$ cat src/rtl/wtog_ram.sv
// ----------------------------------------------------------------------------
// wtog_ram
// generic single-write, single-read ram with registered read data
// ----------------------------------------------------------------------------
`default_nettype none

module wtog_ram #(
  parameter int WIDTH = 8,
  parameter int DEPTH = 16,
  localparam int AW = (DEPTH > 1) ? $clog2(DEPTH) : 1
) (
  input  wire logic             clk,
  input  wire logic             we,
  input  wire logic [AW-1:0]    waddr,
  input  wire logic [WIDTH-1:0] wdata,
  input  wire logic [AW-1:0]    raddr,
  output logic      [WIDTH-1:0] rdata
);
  logic [WIDTH-1:0] mem [DEPTH];

  always_ff @(posedge clk) begin
    if (we) begin
      mem[waddr] <= wdata;
    end
    rdata <= mem[raddr];
  end
endmodule

`default_nettype wire

$ cat config.mk
export PLATFORM = sky130hd
export DESIGN_NAME = wtog_ram
export DESIGN_NICKNAME = d
export VERILOG_FILES = /design/src/rtl/wtog_ram.sv
export SDC_FILE = /design/constraint.sdc
export NUM_CORES = 1
export LEC_CHECK = 0
export BUFFER_PORTS_ARGS = -buffer_cell sky130_fd_sc_hd__buf_2
export CAP_MARGIN = 15
export CORE_MARGIN = 4
export CORE_UTILIZATION = 60
export DETAILED_ROUTE_END_ITERATION = 8
export GPL_ROUTABILITY_DRIVEN = 1
export HOLD_SLACK_MARGIN = 0.03
export PLACE_DENSITY = 0.76
export RECOVER_POWER = 100
export SYNTH_ARGS = -nofsm -noshare
export SYNTH_HDL_FRONTEND = slang
export SYNTH_SLANG_ARGS = --single-unit
$ cat constraint.sdc
create_clock -name clk -period 2.1 [get_ports clk]
set_input_delay 0.21 -clock clk [delete_from_list [all_inputs] [get_ports clk]]
set_output_delay 0.21 -clock clk [all_outputs]
set_load 0.03 [all_outputs]
==> flow_summary.yaml, run 1 <==
power:
  power.static_leakage_uw: 0.00198
  powerDensity_mw_per_mm2: 1060
  ir_drop_v: 0.000821
routing:
  drc: 0
  vias_per_cell: 6.19
  dr.first_iter.drc_count: 169
  ant_nets: 0
  firstDrtPassIters: 5
  vias: 2484
  routedWlPerCell_microns: 25.2
  wirelength_microns: 10100
critical_path:
  cp_cell_sequence: "clkbuf_1"
  cp_slowest_cell: "dfxtp_1"
  cp_slowest_stage_delay_ps: 410
  critPathArrivalTime_ps: 1260
  critPathRequiredTime_ps: 1890
  crit_fanout: 1
  setup.worst_path.start: "rdata[2]"
  cp-end-kind: "primary output"
  crit_cells: 1
  critical_path_class: "flip-flop to primary output"
  crit_family: "flip-flops"
  path_buf_inv: 1
  r2r-start: "mem[9][5]"
  reg2regPathDepth: 3
  cp-start-kind: "flip-flop"
  reg2reg_to: "rdata[5]"
  r2r_slack_ps: 740
  cp-endpoint: "rdata[2]"
layout:
  multi_input_area_sq_mm: 0.00106
  layout-drive-gt1-share: 0.199
  fin_cells: 401
  nets: 301
  fill_cells: 483
  regArea_sq_mm: 0.00400
  design_area_sq_mm: 0.00602
  syn_to_final_growth_pct: 17.0
  insertedDiodeCount: 0
placed_design:
  portBuffers: 25
  placed_cells: 369
  dp_hpwl_microns: 5790
  place_area_sq_mm: 0.00549
  routabilityCongestion: 0.719
cts:
  clkSlewWorstSetupHoldPaths_ps: 60
  worstSkewPairLatency_ps: 510
  cts_tree: "yes"
  cts_buffer_depth: 2
  hold_buffers: 0
  post_cts_buffers: 0
  post_cts_resized: 0
  cts-htree-levels: 4
  cts_sinks: 136
  cts_root_buf: "clkbuf_8"
  cts_buffers: 17
timing:
  fmaxAchievable_mhz: 679
  hold_violations: 0
  finalSetupViolCount: 0
  fin_crit_ps: 1470
  finClkSkew_ps: 7.31
  relSlewSlack: 0.535
  rsz0062_at_grt: "no"
  drv_slew: 0
  tns_ps: 0
  tightest_slew_ps: 697
  period_share: 0.702
worst_hold_path:
  holdCritPathClass: "primary input to flip-flop"
logic_synthesis:
  ys_seq_area_frac: 0.778
  synth_warnings: 0
  yosysTopAreaCellShare: 0.747
  synth_seq_cells: 136
  synth_area_leaders: "edfxtp_1 (75%), mux4_2 (7.9%), mux4_1 (7.1%)"
  syn_avg_cell_area_sq_um: 22.5
  ys_types: 19
  yosys.area.top_type: "edfxtp_1"
  syn-cell-area_sq_mm: 0.00515
  synth_nets: 247
  synthCells: 229
flow_run:
  max-cap-violations: 0
floorplan:
  fp-row-count: 33
  ios: 26
  die_h_microns: 101
  die_area_sq_mm: 0.0101
  core_sq_mm: 0.00830
  dieWidth_microns: 101
  start_util: 0.620
global_route:
  grt_pass1_wl_microns: 16100
  grt_max_degree: 33
  grt_pass1_vias: 2671
  grt_usage: 0.231
  grt-ovfl-total: 0
  antenna_found_initial: 0
outcome:
  outcome: "complete, no violations"
==> power by group <==
part | total (uW) | leakage, uW | switching [uW] | internal [uW]
Sequential | 3060 | 0.00122 | 23.6 | 3040
Combinational | 297 | 0.000463 | 187 | 111
Clock | 3050 | 0.000294 | 1120 | 1930
==> synthesized netlist by cell type (all sizes together) <==
master,instances
nand3,1
or3b,1
nor2b,1
nand2b,2
and2,1
nand2,9
and2b,1
nor2,13
edfxtp,128
dfxtp,8
mux4,32
buf,7
nor3,4
a22oi,16
nand3b,2
clkdlybuf4s25,3
==> flip-flops by register name, indices dropped and copies added (netlist names) <==
register and flops:
mem 128, rdata 8
==> cell type report <==
type,instances,share of cell area
clock buffer,17,0.0688
multi-input combinational,83,0.176
timing repair buffer,45,0.0359
clock inverter,15,0.0332
tap,105,0.0218
sequential,136,0.665
==> worst min path at each step <==
stage | from | end | slack, ps | depth (start not counted)
2_1_floorplan | wdata[0] | mem[0][0] | 310 | 0
3_3_place_gp | wdata[3] | mem[12][3] | 590 | 1
3_5_place_dp | wdata[1] | mem[13][1] | 600 | 1
4_1_cts | wdata[3] | mem[11][3] | 50 | 1
5_1_grt | wdata[3] | mem[11][3] | 220 | 1
6_report | wdata[3] | mem[11][3] | 210 | 1
==> cell families (layout without fill, tap and decap cells) <==
kind of cell	Yosys count	count (layout)	synth area share
compound gates	16	16	0.0233
mux	32	32	0.150
buf+inv	10	77	0.0168
simple gates	35	35	0.0318
flops	136	136	0.778
==> metal layers <==
layer  wire (microns)  GRT usage  vias up
met2             5080      0.352      116
met1             4070      0.320     1277
li1                 -          -     1085
met3              832     0.0796        6
met5                0          0        -
met4              113     0.0725        0
==> through the flow <==
stage	worst slack (ps)	util	hold slack, ps	total power (uW)
3_5_place_dp	424	0.662	602	3420
4_1_cts	721	0.736	46.3	6460
5_1_grt	590	0.726	216	6630
3_3_place_gp	424	0.662	593	3410
6_report	626	0.726	215	6410
2_1_floorplan	397	-	309	3290
==> placed cells by master, fill, tap and decap left out <==
master      Yosys  routed
or3b_2          1       1
nand2b_1        2       2
a22oi_1        16      16
nor2_1         13      13
and2b_1         1       1
bufinv_16       0       4
clkinv_2        0       1
clkbuf_1        0      35
buf_12          0       2
nand3b_1        2       2
nand3_1         1       1
and2_1          1       1
nand2_1         9       9
edfxtp_1      128     128
clkbuf_8        0       1
mux4_2         18      18
nor2b_1         1       1
clkinv_1        0       2
dfxtp_1         8       8
inv_6           0       3
mux4_1         14      14
nor3_1          4       4
clkinvlp_4      0       2
buf_4           1       2
buf_2           3       6
clkinv_4        0       3
clkbuf_16       0      16
No activity file was read; power rests on OpenSTA's default activity.
==> run 2: changes to the inputs <==
Settings changed: CORE_UTILIZATION 60 to 54, PLACE_DENSITY 0.76 to 0.72.
Clock period 2.1 ns to 1.22 ns, I/O delays scaled along.
==> run 2 against run 1 <==
The run now ends with setup timing left. Global-route usage decreased by 3.1 points. Clock skew about the same. Clock power increased by 66%. Largest power group unchanged. Highest routed layer unchanged.
==> flow_summary.yaml, run 2 (synthesized netlist as in run 1, its figures left out) <==
cts:
  cts_buffers: 17
  cts_tree: "yes"
  cts_buffer_depth: 2
  cts-htree-levels: 4
  post_cts_buffers: 0
  cts_root_buf: "clkbuf_8"
  cts_sinks: 136
  clkSlewWorstSetupHoldPaths_ps: 60
  worstSkewPairLatency_ps: 510
critical_path:
  critPathRequiredTime_ps: 1610
  r2r_slack_ps: -70
  critical_path_class: "flip-flop to flip-flop"
  crit_fanout: 1
  critPathArrivalTime_ps: 1680
  reg2reg_to: "rdata[6]"
  cp-start-kind: "flip-flop"
  cp-end-kind: "flip-flop"
  reg2regPathDepth: 3
  r2r-start: "mem[3][6]"
timing:
  finalSetupViolCount: 7
  tns_ps: -313
  period_share: 1.06
  fmaxAchievable_mhz: 775
  fin_crit_ps: 1290
  tightest_slew_ps: 817
  rsz0062_at_grt: "yes"
  fin_ws_ps: -70.6
  hold_violations: 0
  relSlewSlack: 0.454
  finClkSkew_ps: 7.70
  drv_slew: 0
floorplan:
  die_area_sq_mm: 0.0112
  core_sq_mm: 0.00924
  start_util: 0.557
  dieWidth_microns: 106
  die_h_microns: 106
  ios: 26
  fp-row-count: 35
routing:
  drc: 0
  firstDrtPassIters: 5
  vias: 2541
  wirelength_microns: 10200
  vias_per_cell: 5.72
  ant_nets: 0
  routedWlPerCell_microns: 23.0
  dr.first_iter.drc_count: 222
layout:
  syn_to_final_growth_pct: 20.6
  layout-drive-gt1-share: 0.302
  insertedDiodeCount: 0
  top_regs: "mem x128, rdata x8"
  nets: 320
  largest_reg_flops: 128
  final_common_cell: "edfxtp_1"
  fin_cells: 444
  final_cell_mix: "edfxtp_1 (128), mux4_2 (31), clkbuf_1 (30), clkbuf_16 (16), nor2_1 (13)"
  regMostFlops: "mem"
outcome:
  outcome: "finished, violations left"
  violations: "setup timing"
global_route:
  grt_pass1_wl_microns: 16000
  grt_max_degree: 19
  grt_usage: 0.200
  antenna_found_initial: 0
  grt-ovfl-total: 0
  grt_pass1_vias: 2739
power:
  swShare: 0.205
  powerDensity_mw_per_mm2: 1760
  power.share.clock: 0.463
  combinationalPowerShare: 0.055
  internal_power_uw: 8690
  p_switching_uw: 2230
  ir_drop_v: 0.00111
  pwr-share-seq: 0.482
  power_uw: 10900
  power.static_leakage_uw: 0.00206
worst_hold_path:
  holdCritPathClass: "primary input to flip-flop"
  hold_depth: 5
  worstHoldStart: "raddr[1]"
  hold_end: "rdata[0]"
placed_design:
  placed_cells: 404
  portBuffers: 25
  routabilityCongestion: 0.745
  dp_hpwl_microns: 6470
flow_run:
  max-cap-violations: 0
## run 2: changes by cell type in the layout (fill, tap and decap cells not counted), sizes merged
cell,change
buf,+4
bufinv,-1
clkbuf,+9
clkinv,+3
clkinvlp,-2
dlygate4sd3,+8
dlymetal6s2s,+1
inv,-3
## run 2: cell type report
cell class / instances / area [sq um]
clock buffer: 20 / 445
clock inverter: 12 / 150
fill: 591 / 3030
multi-input combinational: 83 / 1040
sequential: 136 / 4000
tap: 129 / 161
timing repair buffer: 64 / 402
## run 2: timing repair
item	4_1_cts	5_1_grt
hold buffers	8	0
pin swaps	10	1
setup endpoints to repair	9	9
gates resized for setup	18	4
hold endpoints to repair	128	0
## run 2: per-stage QoR
stage          hold WS, ps   util  cell area, sq um  worst slack [ps]
4_1_cts                152  0.687              6350             -72.6
3_3_place_gp           509  0.615              5680              -287
5_1_grt                263  0.672              6210              -123
6_report               236  0.672              6210             -70.6
2_1_floorplan          221      -              5190             -38.5
3_5_place_dp           519  0.615              5680              -355
## run 2: worst max-delay path: stages, from the launching register on
cell	delay (ps)
edfxtp_1	370
mux4_2	500
a22oi_2	230
nand2_1	90
## run 2: how the worst max path moves through the flow
stage	cells past startpoint	slack [ps]	to	startpoint
floorplan	5	-40	rdata[1]	raddr[0]
global placement	5	-290	rdata[4]	raddr[0]
detailed placement	5	-360	rdata[2]	raddr[0]
CTS	3	-70	rdata[4]	mem[1][4]
global route	3	-120	rdata[6]	mem[3][6]
finish	3	-70	rdata[6]	mem[3][6]
## run 2: power by group through the flow
stage	Clock, uW	Sequential (uW)	Combinational [uW]
final	5060	5260	600
after global routing	5350	5270	647
after CTS	5120	5260	626
after detailed placement	0	5350	576
after global placement	0	5350	560
after floorplan	0	5410	274
## run 2: layer usage
metal,global-route usage,wire length [microns]
met1,0.271,4180
met2,0.320,5240
met3,0.0521,669
met4,0.0657,106
met5,0,0
