--- src/rtl/wtog_pkg.sv ---
// ----------------------------------------------------------------------------
// wtog_pkg
// shared types and constants of the wavetable oscillator with glide and warp
// ----------------------------------------------------------------------------
`default_nettype none

package wtog_pkg;

  localparam int PH_BITS  = 24;
  localparam int TBL_BITS = 12;
  localparam int DIV_BITS = 24;
  localparam int DIV_NUM_W = 2 * DIV_BITS;

  localparam logic [PH_BITS-1:0] PH_HALF    = PH_BITS'(1) << (PH_BITS - 1);
  localparam logic [PH_BITS-1:0] PH_QUARTER = PH_BITS'(1) << (PH_BITS - 2);

  localparam logic [30:0] Q30_ONE = 31'h4000_0000;
  localparam logic [30:0] SIN_C1  = 31'd1686629713;
  localparam logic [30:0] SIN_C3  = 31'd693598669;
  localparam logic [30:0] SIN_C5  = 31'd85569304;
  localparam logic [30:0] SIN_C7  = 31'd5026995;
  localparam logic [30:0] SIN_C9  = 31'd172272;

  localparam logic signed [15:0] FULL_POS = 16'sd32767;
  localparam logic signed [15:0] FULL_NEG = -16'sd32767;

  typedef logic [1:0] wave_t;
  localparam wave_t WAVE_SINE   = 2'd0;
  localparam wave_t WAVE_TRI    = 2'd1;
  localparam wave_t WAVE_SQUARE = 2'd2;

  typedef logic [1:0] reg_idx_t;
  localparam reg_idx_t REG_WAVEFORM = 2'd0;
  localparam reg_idx_t REG_SHIFT    = 2'd1;
  localparam reg_idx_t REG_GLIDE    = 2'd2;

  localparam logic [16:0] SHIFT_MAX   = 17'd65536;
  localparam logic [16:0] SHIFT_RESET = 17'd32768;

  typedef struct packed {
    logic                 start;
    logic [DIV_NUM_W-1:0] num;
    logic [DIV_BITS-1:0]  den;
  } div_req_t;

endpackage

`default_nettype wire

--- src/rtl/wtog_shape.sv ---
// ----------------------------------------------------------------------------
// wtog_shape
// shape unit: sine polynomial sequencer, triangle and square at a warped phase
// ----------------------------------------------------------------------------
`default_nettype none

module wtog_shape (
  input  wire logic                        clk,
  input  wire logic                        rst_n,
  input  wire logic                        start,
  input  wire wtog_pkg::wave_t             wave,
  input  wire logic [wtog_pkg::PH_BITS-1:0] w,
  output logic                             done,
  output logic signed [15:0]               sample
);
  import wtog_pkg::*;

  typedef enum logic [1:0] {SH_IDLE, SH_MUL, SH_ACC} sh_state_t;

  sh_state_t          state_r;
  logic [2:0]         step_r;
  logic [30:0]        t_r, t2_r, acc_r;
  logic [1:0]         k_r;
  logic [61:0]        prod_r;
  logic               done_r;
  logic signed [15:0] sample_r;

  logic [TBL_BITS-1:0] idx, tri_o;
  logic [30:0]         t0, t_sel, op_a, op_b, x31;
  logic signed [14:0]  tri_d, tri_abs, tri_a;
  logic [12:0]         tri_m;
  logic [27:0]         tri_mq;
  logic [15:0]         tri_q;
  logic signed [15:0]  tri_s;
  logic [45:0]         sin_mm;
  logic [15:0]         sin_m;
  logic [14:0]         sin_c;
  logic signed [15:0]  sin_s;

  assign idx = w[PH_BITS-1 -: TBL_BITS];

  // quarter fold, angle in q30
  assign t0    = {1'b0, idx[TBL_BITS-3:0], 20'd0};
  assign t_sel = idx[TBL_BITS-2] ? (Q30_ONE - t0) : t0;

  // triangle, rounded half up on the magnitude
  assign tri_o   = idx + TBL_BITS'(3 << (TBL_BITS - 2));
  assign tri_d   = $signed({1'b0, tri_o, 2'b00}) - 15'sd8192;
  assign tri_abs = tri_d[14] ? -tri_d : tri_d;
  assign tri_a   = tri_abs - 15'sd4096;
  assign tri_m   = tri_a[14] ? 13'(-tri_a) : 13'(tri_a);
  assign tri_mq  = {tri_m, 15'd0} - 28'(tri_m) + 28'd2048;
  assign tri_q   = tri_mq[27:12];
  assign tri_s   = tri_a[14] ? -$signed(tri_q) : $signed(tri_q);

  always_comb begin
    case (step_r)
      3'd0: begin
        op_a = t_r;
        op_b = t_r;
      end
      3'd1: begin
        op_a = t2_r;
        op_b = SIN_C9;
      end
      3'd5: begin
        op_a = t_r;
        op_b = acc_r;
      end
      default: begin
        op_a = t2_r;
        op_b = acc_r;
      end
    endcase
  end

  assign x31 = prod_r[60:30];

  // scale to full scale, round half up, cap
  assign sin_mm = {x31, 15'd0} - 46'(x31) + 46'(32'h2000_0000);
  assign sin_m  = sin_mm[45:30];
  assign sin_c  = (sin_m > 16'd32767) ? 15'd32767 : sin_m[14:0];
  assign sin_s  = k_r[1] ? -$signed({1'b0, sin_c}) : $signed({1'b0, sin_c});

  always_ff @(posedge clk) begin
    if (!rst_n) begin
      state_r <= SH_IDLE;
      done_r  <= 1'b0;
      step_r  <= '0;
    end else begin
      done_r <= 1'b0;
      case (state_r)
        SH_IDLE: begin
          if (start) begin
            case (wave)
              WAVE_SINE: begin
                t_r     <= t_sel;
                k_r     <= idx[TBL_BITS-1:TBL_BITS-2];
                step_r  <= '0;
                state_r <= SH_MUL;
              end
              WAVE_TRI: begin
                sample_r <= tri_s;
                done_r   <= 1'b1;
              end
              WAVE_SQUARE: begin
                sample_r <= (w < PH_HALF) ? FULL_POS : FULL_NEG;
                done_r   <= 1'b1;
              end
              default: begin
                sample_r <= '0;
                done_r   <= 1'b1;
              end
            endcase
          end
        end
        SH_MUL: begin
          prod_r  <= 62'(op_a) * 62'(op_b);
          state_r <= SH_ACC;
        end
        SH_ACC: begin
          step_r  <= step_r + 3'd1;
          state_r <= SH_MUL;
          case (step_r)
            3'd0: t2_r  <= x31;
            3'd1: acc_r <= SIN_C7 - x31;
            3'd2: acc_r <= SIN_C5 - x31;
            3'd3: acc_r <= SIN_C3 - x31;
            3'd4: acc_r <= SIN_C1 - x31;
            default: begin
              sample_r <= sin_s;
              done_r   <= 1'b1;
              state_r  <= SH_IDLE;
            end
          endcase
        end
        default: state_r <= SH_IDLE;
      endcase
    end
  end

  assign done   = done_r;
  assign sample = sample_r;
endmodule

`default_nettype wire

--- config.mk ---
export PLATFORM = sky130hd
export DESIGN_NAME = wtog_shape
export DESIGN_NICKNAME = d
export VERILOG_FILES = /design/src/rtl/wtog_pkg.sv /design/src/rtl/wtog_shape.sv
export SDC_FILE = /design/constraint.sdc
export NUM_CORES = 2
export LEC_CHECK = 0
export ABC_AREA = 1
export BUFFER_PORTS_ARGS = -buffer_cell sky130_fd_sc_hd__buf_2
export CORE_MARGIN = 2
export CORE_UTILIZATION = 59
export DETAILED_ROUTE_END_ITERATION = 12
export PLACE_DENSITY_LB_ADDON = 0.2
export SLEW_MARGIN = 40
export SYNTH_ARGS = -nofsm -noshare
export SYNTH_HDL_FRONTEND = slang
export SYNTH_SLANG_ARGS = --single-unit
--- constraint.sdc ---
create_clock -name clk -period 8.6 [get_ports clk]
set_input_delay 1.29 -clock clk [delete_from_list [all_inputs] [get_ports clk]]
set_output_delay 1.29 -clock clk [all_outputs]
set_load 0.03 [all_outputs]
==> results.yml <==
outcome:
  status: "completed"
pwr:
  peakVddDrop_mv: 0.2164
  power_w: 0.005313
  p_leak_nw: 23.02
  cellPowerDensity_mw_per_mm2: 117.7
grt:
  grt_busiest_layer: "met2"
  grt_usage_pct: 35.98
  grt_max_degree: 35
  antenna_found_initial: 0
  met3_usage_pct: 7.418
  grt_pass1_wl_um: 201600
  grt_pass1_vias: 36040
  gr-total-overflow: 0
  grt.met2_usage_pct: 56.84
  gr-usage-met1_pct: 49.21
timing:
  finalCriticalPeriod_ns: 8.403
  finalHoldViolations: 0
  fin_skew_ns: 0.01359
  worst_pin_slew_ns: 0.8105
  fin_setup_tns_ns: 0
  clock.fmax_ghz: 0.1190
  slew_viol_final: 0
  finalCritPeriodShare_pct: 97.71
  setup_viol: 0
  slew_headroom_pct: 45.77
  rsz0062_at_grt: "false"
clock_tree:
  clkTransAtPathRegs_ns: 0.06
  cts_tree: "done"
  clk_latency_ns: 0.43
  clockBufferDepth: 2
  cts_num_sinks: 127
  cts_made_buffers: 17
  htree_levels: 4
  cts-root-buf: "clkbuf_16"
yosys:
  synth_fp_nets: 6475
  synthFlopType: "edfxtp_1"
  async_flop_share_pct: 0
  synth_area_mm2: 0.04160
  yosys.area.top_type_share_pct: 40.23
  syn_inst: 5265
  seq_area_frac_synth_pct: 9.022
  yosys_register_bits: 127
  synth_edf_count: 121
  ys_types: 62
  synth_area_leaders: "fa_1, inv_1, ha_1"
  avgSynthCellArea_um2: 7.902
  synth_area_leader_cell: "fa_1"
  ys.warnings.count: 0
place:
  finalWeightedCongestion: 1.032
  io_buffer_count: 33
  dpl_cell_area_mm2: 0.04429
  placedCellCount: 6259
  dpl.hpwl_um: 106700
detailed_routing:
  ant_nets: 0
  drt-pass1-iter-count: 6
  wl_um: 127600
  drt-initial-drc-count: 3572
  drc: 0
  route.vias.total: 35530
  post_drt_wl_per_cell_um: 20.26
  viasPerCell: 5.643
min_path:
  holdCritPathClass: "reg2reg"
critical_path:
  crit_arrival_ns: 8.57
  critPathRequiredTime_ns: 8.77
  critPathKind: "reg2reg"
  cpPeakStageDelay_ns: 0.59
  end_kind: "register"
  slowest_stage: "fa_1"
  critPathMaxFanout: 17
  cp_common_cell: "fa_1"
  critPathLaunchType: "register"
cells_and_area:
  drive_gt1_share_pct: 7.806
  finalNonFillerCells: 6296
  design_area_mm2: 0.04514
  final.fill_count: 6082
  final_core_util_pct: 64.57
  synthToLayoutAreaGrowth_pct: 8.502
  nets: 6552
die:
  core_region_area_mm2: 0.06991
  die-area_mm2: 0.07265
  chipHeight_um: 269.5
  rows: 97
  die-width_um: 269.5
  initial_core_util_pct: 59.51
  ioPinCount: 46
job:
  maxCapViolCount: 0
-- stage by stage --
step           hold WS (ns)  setup slack, ns
2_1_floorplan        0.4244           0.2574
3_3_place_gp         0.4608          0.08306
5_1_grt              0.5390         0.001628
3_5_place_dp         0.4681          0.02005
4_1_cts              0.4828         0.007612
6_report             0.4892           0.1966
-- synth_stat cells, types with 31 or more instances --
master	instances
a21oi_1	207
nand4_1	33
nand3_1	151
xor2_1	48
a31oi_1	31
ha_1	345
inv_1	1164
fa_1	836
clkbuf_1	164
edfxtp_1	121
nor2_1	737
nand2_1	994
o21ai_0	147
-- cell usage in the layout (no fill, tap or decap), drive strengths merged, types with 2 or more instances in the layout --
| master | count |
|---|---|
| a22oi | 9 |
| inv | 1166 |
| buf | 241 |
| o221ai | 4 |
| nand3 | 161 |
| dfxtp | 6 |
| and3 | 2 |
| a211oi | 4 |
| ha | 345 |
| edfxtp | 121 |
| o211ai | 19 |
| a21o | 11 |
| o311ai | 7 |
| o21bai | 3 |
| fa | 836 |
| nor2 | 754 |
| o21a | 12 |
| or2 | 5 |
| o21ai | 166 |
| xor2 | 50 |
| nand2 | 1027 |
| clkbuf | 19 |
| nand4 | 33 |
| bufinv | 2 |
| a31oi | 31 |
| clkinv | 23 |
| nor4 | 4 |
| a21oi | 207 |
| o31ai | 5 |
| a221oi | 2 |
| clkinvlp | 13 |
| nand3b | 4 |
| nor3 | 32 |
| a21boi | 3 |
| xnor2 | 17 |
-- registers in the layout, indices dropped and copies added, names as in the netlist --
signal	cells
acc_r	31
prod_r	31
state_r	2
t2_r	31
t_r	11
sample	16
step_r	3
done	1
k_r	1
-- worst paths after layout --
check,slack (ns),end,from,cells after the start
setup reg to reg,0.20,prod_r[57]$_DFFE_PP_,step_r[1]$_SDFFE_PN0P_,29
hold reg to reg,0.49,state_r[1]$_SDFFE_PN0P_,state_r[1]$_SDFFE_PN0P_,1
setup / recovery,0.20,prod_r[57]$_DFFE_PP_,step_r[1]$_SDFFE_PN0P_,29
hold / removal,0.49,state_r[1]$_SDFFE_PN0P_,state_r[1]$_SDFFE_PN0P_,1
-- timing repair --
item | CTS | global route
gates cloned | 0 | 1
setup buffers | 0 | 3
hold buffers | 0 | 0
setup endpoints to repair | 1 | 23
endpoints found under the hold margin | 0 | 0
pin swaps | 0 | 6
gates resized for setup | 1 | 65
-- cell families after synthesis --
| group | Yosys count | share of synthesized area (%) |
|---|---|---|
| xor gates and xnor gates | 67 | 1.447 |
| buffers and inverters | 1374 | 12.48 |
| AOI/OAI and AO/OA | 491 | 6.610 |
| DFF | 127 | 9.022 |
| adders and majority gates | 1181 | 50.60 |
| and+or+nand+nor | 2025 | 19.84 |
-- critical path, delay by kind of cell (launching register included) --
family | cells | cell delay [ns]
compound gates | 7 | 1.51
flops | 1 | 0.33
xor+xnor | 1 | 0.11
simple gates | 4 | 0.52
fa+ha+maj | 10 | 4.49
buf+inv | 7 | 1.12
-- layer usage --
metal | wire length, um | part of all wire, % | vias up
met5 | 0 | 0 | -
met4 | 5710 | 4.5 | 0
met3 | 14150 | 11 | 326
met2 | 57470 | 45 | 1910
met1 | 50220 | 39 | 17310
li1 | - | - | 15980
-- cell type report --
class                      instances  area (um2)  area share, %
antenna                            1       2.502       0.005544
clock buffer                      18       429.2         0.9507
clock inverter                    14       143.9         0.3188
inverter                        1190        4522          10.02
multi-input combinational       3764       32860          72.80
sequential                       127        3754          8.315
tap                              940        1176          2.605
timing repair buffer             242        2251          4.986
-- power by group --
group	switching [W]	internal, W	leakage (nW)
logic	0.00243	0.00134	21.6
clock network	0.000272	0.000425	0.281
registers	0.0000452	0.000799	1.15
(Power assumes the default switching activity.)
